$ cat config.mk
export PLATFORM = sky130hd
export DESIGN_NAME = weighted_spread_table_flat
export DESIGN_NICKNAME = d
export VERILOG_FILES = /design/src/rtl/wst_pkg.sv /design/src/rtl/wst_if.sv /design/src/rtl/weighted_spread_table.sv /design/src/flat_wrapper.sv
export SDC_FILE = /design/constraint.sdc
export NUM_CORES = 1
export LEC_CHECK = 0
export ABC_AREA = 1
export BUFFER_PORTS_ARGS = -buffer_cell sky130_fd_sc_hd__clkbuf_2
export CAP_MARGIN = 10
export CORE_ASPECT_RATIO = 0.7
export CORE_UTILIZATION = 39
export DETAILED_ROUTE_END_ITERATION = 10
export GPL_TIMING_DRIVEN = 0
export PLACE_DENSITY = 0.65
export SLEW_MARGIN = 20
export SYNTH_ARGS = -nofsm -noshare
export SYNTH_HDL_FRONTEND = slang
export SYNTH_SLANG_ARGS = --single-unit
$ cat constraint.sdc
create_clock -name clk -period 5.2 [get_ports clk]
set_input_delay 0.78 -clock clk [delete_from_list [all_inputs] [get_ports clk]]
set_output_delay 0.78 -clock clk [all_outputs]
set_load 0.02 [all_outputs]
$ cat src/rtl/wst_pkg.sv
// Shared widths, types and register codes for the weighted spread table.
package wst_pkg;

  // Store and field geometry
  localparam int MaxServers = 16;
  localparam int SelW       = 4;   // server index width
  localparam int WgtW       = 4;   // per-server weight width
  localparam int SlotW      = 8;   // table slot width
  localparam int CntW       = 5;   // server count, holds MaxServers itself
  localparam int SumW       = 8;   // total weight, at most 16 * 15
  localparam int StepW      = 3;   // remainder step counter, SlotW steps
  localparam int RoundW     = 4;   // interleave round counter
  localparam int CfgIdxW    = 2;
  localparam int CfgDataW   = 5;

  // Request codes
  localparam logic ReqSetWeight = 1'b0;
  localparam logic ReqLookup    = 1'b1;

  // Configuration register indexes
  localparam logic [CfgIdxW-1:0] CfgSpreadMode   = 2'd0;
  localparam logic [CfgIdxW-1:0] CfgServersInUse = 2'd1;

  // Spread mode codes
  localparam logic ModeGrouped     = 1'b0;
  localparam logic ModeInterleaved = 1'b1;

  // Last interleave round that can hold a server (weights reach 15)
  localparam logic [RoundW-1:0] LastRound = 4'd14;

  // Sequencer states
  typedef enum logic [4:0] {
    ST_IDLE = 5'b00001,
    ST_SUM  = 5'b00010,
    ST_DIV  = 5'b00100,
    ST_SCAN = 5'b01000,
    ST_DONE = 5'b10000
  } wst_state_t;

endpackage

$ cat src/rtl/wst_if.sv
// Valid/ready channel interfaces for requests, results and configuration.
interface wst_in_if import wst_pkg::*; ();
  logic              valid;
  logic              ready;
  logic              req_type;
  logic [SelW-1:0]   server_sel;
  logic [WgtW-1:0]   new_weight;
  logic [SlotW-1:0]  slot;

  modport source (output valid, req_type, server_sel, new_weight, slot, input ready);
  modport sink   (input valid, req_type, server_sel, new_weight, slot, output ready);
endinterface

interface wst_out_if import wst_pkg::*; ();
  logic             valid;
  logic             ready;
  logic [SelW-1:0]  owner;
  logic             error;

  modport source (output valid, owner, error, input ready);
  modport sink   (input valid, owner, error, output ready);
endinterface

interface wst_cfg_if import wst_pkg::*; ();
  logic                 valid;
  logic                 ready;
  logic [CfgIdxW-1:0]   index;
  logic [CfgDataW-1:0]  data;

  modport source (output valid, index, data, input ready);
  modport sink   (input valid, index, data, output ready);
endinterface

$ cat src/rtl/weighted_spread_table.sv
// Weighted spread table top level: weight store, lookup sequencer and output register.
//
// The block keeps a 4-bit weight for each of 16 servers and resolves a hash
// table slot to its owning server. A weight write passes through the done
// state into the output register. A lookup walks the weight store once to
// total the weights, derives slot mod total with a restoring remainder unit
// (one bit per cycle), then walks the weight store again one entry per
// cycle. In grouped mode that second walk stops at the owner or after the
// servers in use; in interleaved mode it runs round by round, up to the last
// round. A lookup that finds a zero total skips the remainder and the second
// walk and returns after the first walk. One word is processed at a time;
// in_ch.ready is high only while the sequencer is idle. The result stays in
// an output register until taken. Configuration is accepted every cycle.
module weighted_spread_table import wst_pkg::*; (
  input  logic         clk,
  input  logic         rst_n,
  wst_in_if.sink       in_ch,
  wst_out_if.source    out_ch,
  wst_cfg_if.sink      cfg_ch
);

  wst_state_t         state_r, state_nxt;
  logic [WgtW-1:0]    weights_r [MaxServers];
  logic               spread_mode_r;
  logic [CntW-1:0]    servers_in_use_r;

  logic [CntW-1:0]    cnt_r, cnt_nxt;
  logic [SumW-1:0]    acc_r, acc_nxt;
  logic [SumW-1:0]    total_r, total_nxt;
  logic [SumW-1:0]    rem_r, rem_nxt;
  logic [SlotW-1:0]   slot_r, slot_nxt;
  logic [StepW-1:0]   step_r, step_nxt;
  logic [RoundW-1:0]  round_r, round_nxt;
  logic [SelW-1:0]    rank_r, rank_nxt;
  logic [SelW-1:0]    res_owner_r, res_owner_nxt;
  logic               res_err_r, res_err_nxt;

  logic               out_valid_r, out_valid_nxt;
  logic [SelW-1:0]    out_owner_r, out_owner_nxt;
  logic               out_error_r, out_error_nxt;

  logic [CntW-1:0]    n_active;
  logic               in_fire;
  logic               wr_en;
  logic [WgtW-1:0]    cur_w;
  logic [SumW:0]      acc_plus_w;
  logic [SumW:0]      rem_sh;
  logic [SumW:0]      rem_diff;

  // Saturate the server count to the store depth
  assign n_active = (servers_in_use_r > CntW'(MaxServers)) ? CntW'(MaxServers)
                                                            : servers_in_use_r;

  assign in_ch.ready  = (state_r == ST_IDLE);
  assign in_fire      = in_ch.valid && in_ch.ready;
  assign cfg_ch.ready = 1'b1;

  assign out_ch.valid = out_valid_r;
  assign out_ch.owner = out_owner_r;
  assign out_ch.error = out_error_r;

  // Shared datapath: current weight, running sum and remainder step
  assign cur_w      = weights_r[cnt_r[SelW-1:0]];
  assign acc_plus_w = {1'b0, acc_r} + {{(SumW+1-WgtW){1'b0}}, cur_w};
  assign rem_sh     = {rem_r, slot_r[SlotW-1]};
  assign rem_diff   = rem_sh - {1'b0, total_r};

  assign wr_en = in_fire && (in_ch.req_type == ReqSetWeight) &&
                 ({1'b0, in_ch.server_sel} < n_active);

  // Sequencer
  always_comb begin
    state_nxt     = state_r;
    cnt_nxt       = cnt_r;
    acc_nxt       = acc_r;
    total_nxt     = total_r;
    rem_nxt       = rem_r;
    slot_nxt      = slot_r;
    step_nxt      = step_r;
    round_nxt     = round_r;
    rank_nxt      = rank_r;
    res_owner_nxt = res_owner_r;
    res_err_nxt   = res_err_r;
    out_valid_nxt = out_valid_r;
    out_owner_nxt = out_owner_r;
    out_error_nxt = out_error_r;

    // Drop the result word once taken
    if (out_valid_r && out_ch.ready) begin
      out_valid_nxt = 1'b0;
    end

    case (state_r)
      ST_IDLE: begin
        if (in_fire) begin
          res_owner_nxt = '0;
          res_err_nxt   = 1'b0;
          if (in_ch.req_type == ReqSetWeight) begin
            res_err_nxt = !wr_en;
            state_nxt   = ST_DONE;
          end else begin
            slot_nxt  = in_ch.slot;
            cnt_nxt   = '0;
            acc_nxt   = '0;
            state_nxt = ST_SUM;
          end
        end
      end

      ST_SUM: begin
        // Total the weights of the servers in use
        if (cnt_r == n_active) begin
          total_nxt = acc_r;
          rem_nxt   = '0;
          step_nxt  = '0;
          if (acc_r == '0) begin
            res_err_nxt = 1'b1;
            state_nxt   = ST_DONE;
          end else begin
            state_nxt = ST_DIV;
          end
        end else begin
          acc_nxt = acc_plus_w[SumW-1:0];
          cnt_nxt = cnt_r + 1'b1;
        end
      end

      ST_DIV: begin
        // One remainder bit per cycle
        if (rem_sh >= {1'b0, total_r}) begin
          rem_nxt = rem_diff[SumW-1:0];
        end else begin
          rem_nxt = rem_sh[SumW-1:0];
        end
        slot_nxt = {slot_r[SlotW-2:0], 1'b0};
        step_nxt = step_r + 1'b1;
        if (step_r == StepW'(SlotW - 1)) begin
          cnt_nxt   = '0;
          acc_nxt   = '0;
          rank_nxt  = '0;
          round_nxt = '0;
          state_nxt = ST_SCAN;
        end
      end

      ST_SCAN: begin
        // Walk the sequence until position rem_r is reached or the sequence ends
        if (spread_mode_r == ModeGrouped) begin
          if (cnt_r == n_active) begin
            res_owner_nxt = '0;
            state_nxt     = ST_DONE;
          end else begin
            cnt_nxt = cnt_r + 1'b1;
            if (cur_w != '0) begin
              if ({1'b0, rem_r} < acc_plus_w) begin
                res_owner_nxt = rank_r;
                state_nxt     = ST_DONE;
              end else begin
                acc_nxt  = acc_plus_w[SumW-1:0];
                rank_nxt = rank_r + 1'b1;
              end
            end
          end
        end else begin
          if (cur_w > round_r && acc_r == rem_r) begin
            res_owner_nxt = cnt_r[SelW-1:0];
            state_nxt     = ST_DONE;
          end else begin
            if (cur_w > round_r) begin
              acc_nxt = acc_r + 1'b1;
            end
            if (cnt_r + 1'b1 >= n_active) begin
              cnt_nxt   = '0;
              round_nxt = round_r + 1'b1;
              if (round_r == LastRound) begin
                res_owner_nxt = '0;
                state_nxt     = ST_DONE;
              end
            end else begin
              cnt_nxt = cnt_r + 1'b1;
            end
          end
        end
      end

      ST_DONE: begin
        // Hold until the output register is free
        if (!out_valid_r || out_ch.ready) begin
          out_valid_nxt = 1'b1;
          out_owner_nxt = res_owner_r;
          out_error_nxt = res_err_r;
          state_nxt     = ST_IDLE;
        end
      end

      default: begin
        state_nxt = ST_IDLE;
      end
    endcase
  end

  // Control registers
  always_ff @(posedge clk) begin
    if (!rst_n) begin
      state_r     <= ST_IDLE;
      out_valid_r <= 1'b0;
    end else begin
      state_r     <= state_nxt;
      out_valid_r <= out_valid_nxt;
    end
  end

  // Working and payload registers
  always_ff @(posedge clk) begin
    cnt_r       <= cnt_nxt;
    acc_r       <= acc_nxt;
    total_r     <= total_nxt;
    rem_r       <= rem_nxt;
    slot_r      <= slot_nxt;
    step_r      <= step_nxt;
    round_r     <= round_nxt;
    rank_r      <= rank_nxt;
    res_owner_r <= res_owner_nxt;
    res_err_r   <= res_err_nxt;
    out_owner_r <= out_owner_nxt;
    out_error_r <= out_error_nxt;
  end

  // Weight store, cleared at reset
  always_ff @(posedge clk) begin
    if (!rst_n) begin
      for (int i = 0; i < MaxServers; i++) begin
        weights_r[i] <= '0;
      end
    end else if (wr_en) begin
      weights_r[in_ch.server_sel] <= in_ch.new_weight;
    end
  end

  // Configuration registers
  always_ff @(posedge clk) begin
    if (!rst_n) begin
      spread_mode_r    <= ModeInterleaved;
      servers_in_use_r <= CntW'(MaxServers);
    end else if (cfg_ch.valid && cfg_ch.ready) begin
      case (cfg_ch.index)
        CfgSpreadMode:   spread_mode_r    <= cfg_ch.data[0];
        CfgServersInUse: servers_in_use_r <= cfg_ch.data[CntW-1:0];
        default: begin
        end
      endcase
    end
  end

endmodule

$ cat src/flat_wrapper.sv
// flat-port wrapper written by rule: the top's interface ports become plain ports
module weighted_spread_table_flat import wst_pkg::*;
  (clk, rst_n, in_ch_valid, in_ch_req_type, in_ch_server_sel, in_ch_new_weight, in_ch_slot, in_ch_ready, out_ch_valid, out_ch_owner, out_ch_error, out_ch_ready, cfg_ch_valid, cfg_ch_index, cfg_ch_data, cfg_ch_ready);
  wst_in_if in_ch_i ();
  wst_out_if out_ch_i ();
  wst_cfg_if cfg_ch_i ();
  input  logic clk;
  input  logic rst_n;
  input wire logic [$bits(in_ch_i.valid)-1:0] in_ch_valid;
  input wire logic [$bits(in_ch_i.req_type)-1:0] in_ch_req_type;
  input wire logic [$bits(in_ch_i.server_sel)-1:0] in_ch_server_sel;
  input wire logic [$bits(in_ch_i.new_weight)-1:0] in_ch_new_weight;
  input wire logic [$bits(in_ch_i.slot)-1:0] in_ch_slot;
  output wire logic [$bits(in_ch_i.ready)-1:0] in_ch_ready;
  output wire logic [$bits(out_ch_i.valid)-1:0] out_ch_valid;
  output wire logic [$bits(out_ch_i.owner)-1:0] out_ch_owner;
  output wire logic [$bits(out_ch_i.error)-1:0] out_ch_error;
  input wire logic [$bits(out_ch_i.ready)-1:0] out_ch_ready;
  input wire logic [$bits(cfg_ch_i.valid)-1:0] cfg_ch_valid;
  input wire logic [$bits(cfg_ch_i.index)-1:0] cfg_ch_index;
  input wire logic [$bits(cfg_ch_i.data)-1:0] cfg_ch_data;
  output wire logic [$bits(cfg_ch_i.ready)-1:0] cfg_ch_ready;
  assign in_ch_i.valid = in_ch_valid;
  assign in_ch_i.req_type = in_ch_req_type;
  assign in_ch_i.server_sel = in_ch_server_sel;
  assign in_ch_i.new_weight = in_ch_new_weight;
  assign in_ch_i.slot = in_ch_slot;
  assign in_ch_ready = in_ch_i.ready;
  assign out_ch_valid = out_ch_i.valid;
  assign out_ch_owner = out_ch_i.owner;
  assign out_ch_error = out_ch_i.error;
  assign out_ch_i.ready = out_ch_ready;
  assign cfg_ch_i.valid = cfg_ch_valid;
  assign cfg_ch_i.index = cfg_ch_index;
  assign cfg_ch_i.data = cfg_ch_data;
  assign cfg_ch_ready = cfg_ch_i.ready;
  weighted_spread_table u_core (.clk(clk), .rst_n(rst_n), .in_ch(in_ch_i), .out_ch(out_ch_i), .cfg_ch(cfg_ch_i));
endmodule
==> reports/metrics.yaml <==
grt_pass1_vias: 5721
cp_slowest_cell: "nor2_1"
routed_via_density: 5.04
slowest_delay_ns: 0.47
path_class: "reg -> reg"
maxCapViolations: 0
syn_inst: 898
drive_above_1_share_pct: 11.8
place_inst: 1195
dieWidth_um: 171
clk_latency_ns: 0.42
max-slew-margin-rel_pct: 45.5
coreArea_um2: 19300
post_cts_resized: 0
cts_buffer_depth: 2
final_util_pct: 46.5
antenna_left: 0
ys_seq_elements: 138
fin_setup_tns_ns: 0
grt_setup_unrepaired: "no"
syn_area_per_cell_um2: 8.72
critPathMaxFanout: 10
hold_path_class: "reg -> reg"
layout.nets: 1020
wl_mm: 19.0
cts_sinks: 138
totalPowerFinal_w: 0.00476
peakVddDrop_v: 0.000269
cellPowerDensity_nw_per_um2: 530
r2r_cells: 22
multi_input_area_um2: 3270
area_delta_synth_final_pct: 14.7
synth_ff_type: "edfxtp_1"
fin_crit_ns: 4.60
maxSlewViolCount: 0
syn_area_um2: 7830
placed_area_um2: 8330
dieArea_um2: 20700
cts_tree: "yes"
routabilityCongestion: 0.853
grt_overflow: 0
vias: 6185
start_util_pct: 40.6
port_buffers: 33
synth_cell_types: 41
register_area_um2: 3980
h-tree-depth: 4
layout_commonest_cell: "nand2_1"
final_cell_area_um2: 8980
startpoint_type: "register"
critPathCaptureType: "register"
num_io_pins: 37
syn_nets: 968
first_pass_iters: 6
die_height_um: 121
antenna_found_initial: 0
fin_crit_sh_pct: 88.5
cts_made_buffers: 17
worstPathCellList: "inv_2 -> buf_2 -> nand3_1 -> nand3_1 -> nand3_1 -> nand2_1 -> ha_1 -> inv_1 -> fa_1 -> nand3b_1 -> nand2_1 -> xor2_1 -> ha_1 -> a21oi_1 -> o21ai_0 -> nand4_1 -> nand3_1 -> nor2_1 -> nand2_1 -> nand2_2 -> o211ai_1 -> nor2_1"
route.detailed.drc: 0
holdPathStages: 0
postCtsSetupBuffers: 0
hold_buffers: 0
drtIter0Drc: 650
grt_max_degree: 17
p_leak_nw: 3.98
synth_edf_count: 122
status: "completed"
clk_pin_slew_ns: 0.06
async_reset_ff_share_pct: 0
ys_seq_area_share_pct: 50.9
fmax_mhz: 217
worst_pin_slew_ns: 0.816
hold_viol_final: 0
mostFrequentLayoutCells: "nand2_1, nor2_1, edfxtp_1, inv_1, nand3_1"
clock-skew-final_ns: 0.00582
cpMostUsedCell: "nand3_1"
grt_pass1_wl_mm: 30.5
stdcell_count: 1227
fp-row-count: 42
n_antenna_cell: 0
yosys_warnings: 0
required_ns: 5.26
hpwl_mm: 14.1
cts_root_buf: "clkbuf_16"
setup_viol: 0
grt_usage_pct: 19.9
wire_per_inst_um: 15.5
fill_cells: 1865
worstPathArrival_ns: 4.66
## metrics by stage
| step | setup slack (ns) | hold WS [ns] |
|---|---|---|
| global route | 0.235 | 0.429 |
| CTS | 0.659 | 0.424 |
| detailed placement | 0.678 | 0.407 |
| finish | 0.598 | 0.421 |
| floorplan | 1.39 | 0.400 |
| global placement | 0.229 | 0.405 |
## cell usage after synthesis (all sizes together) (13+ instances only)
master,n,area share [%]
nor2,133,6.8
nand2,232,12
ha,39,6.2
inv,122,5.9
xor2,21,2.3
nand3,65,4.3
dfxtp,16,4.1
edfxtp,122,47
a21oi,24,1.5
o21ai,33,2.1
nand4,14,1.1
buf,13,0.99
## final timing paths
kind / start / endpoint / slack, ns
min: u_core.res_owner_r[3] / u_core.out_ch.owner[3] / 0.42
max: register / u_core.res_owner_r[0] / 0.60
min reg2reg: u_core.res_owner_r[3] / u_core.out_ch.owner[3] / 0.42
max reg2reg: register / u_core.res_owner_r[0] / 0.60
## area by class of cell
type | count | area share (%)
sequential | 138 | 44.4
multi-input combinational | 613 | 36.4
inverter | 124 | 5.19
clock buffer | 17 | 4.74
tap | 264 | 3.68
clock inverter | 15 | 2.48
timing repair buffer | 33 | 1.84
buffer | 23 | 1.28
## critical path: cells and delay by family, from the launching register on
kind	cells	cell delay (ns)
flops	1	0.40
compound gates	3	0.39
fa+ha+maj	3	0.88
xor+xnor	1	0.24
buf+inv	3	0.57
simple gates	12	1.76
## kinds of logic (layout without fill, tap and decap cells)
group	count (synthesis)	in the layout	synth area share, %
compound gates	79	79	5.90
xor+xnor	31	31	3.47
fa+ha+maj	41	41	6.75
buf+inv	147	212	7.42
flops	138	138	50.9
other cells	1	1	0.0479
simple gates	461	461	25.5
## report_power, final
group	switching, W	internal (W)
Sequential	0.000149	0.00144
Combinational	0.00120	0.000622
Clock	0.000489	0.000852
Total	0.00184	0.00292
## metal layers
| metal | track usage, % | share of wire, % | vias up |
|---|---|---|---|
| li1 | - | - | 3055 |
| met1 | 31.5 | 51 | 2879 |
| met2 | 25.9 | 39 | 240 |
| met3 | 5.70 | 9.6 | 11 |
| met4 | 4.41 | 0.71 | 0 |
| met5 | 0 | 0 | - |
## flip-flops by register name, indices dropped and copies added (netlist names), named ones only
signal	flops
u_core.acc_r	8
u_core.cnt_r	5
u_core.out_ch.error	1
u_core.out_ch.owner	4
u_core.out_ch.valid	1
u_core.rank_r	4
u_core.rem_r	8
u_core.res_err_r	1
u_core.res_owner_r	4
u_core.round_r	4
u_core.servers_in_use_r	5
u_core.slot_r	8
u_core.spread_mode_r	1
u_core.state_r	5
u_core.step_r	3
u_core.total_r	8
u_core.weights_r	64
Power figures use the tool's default switching activity.
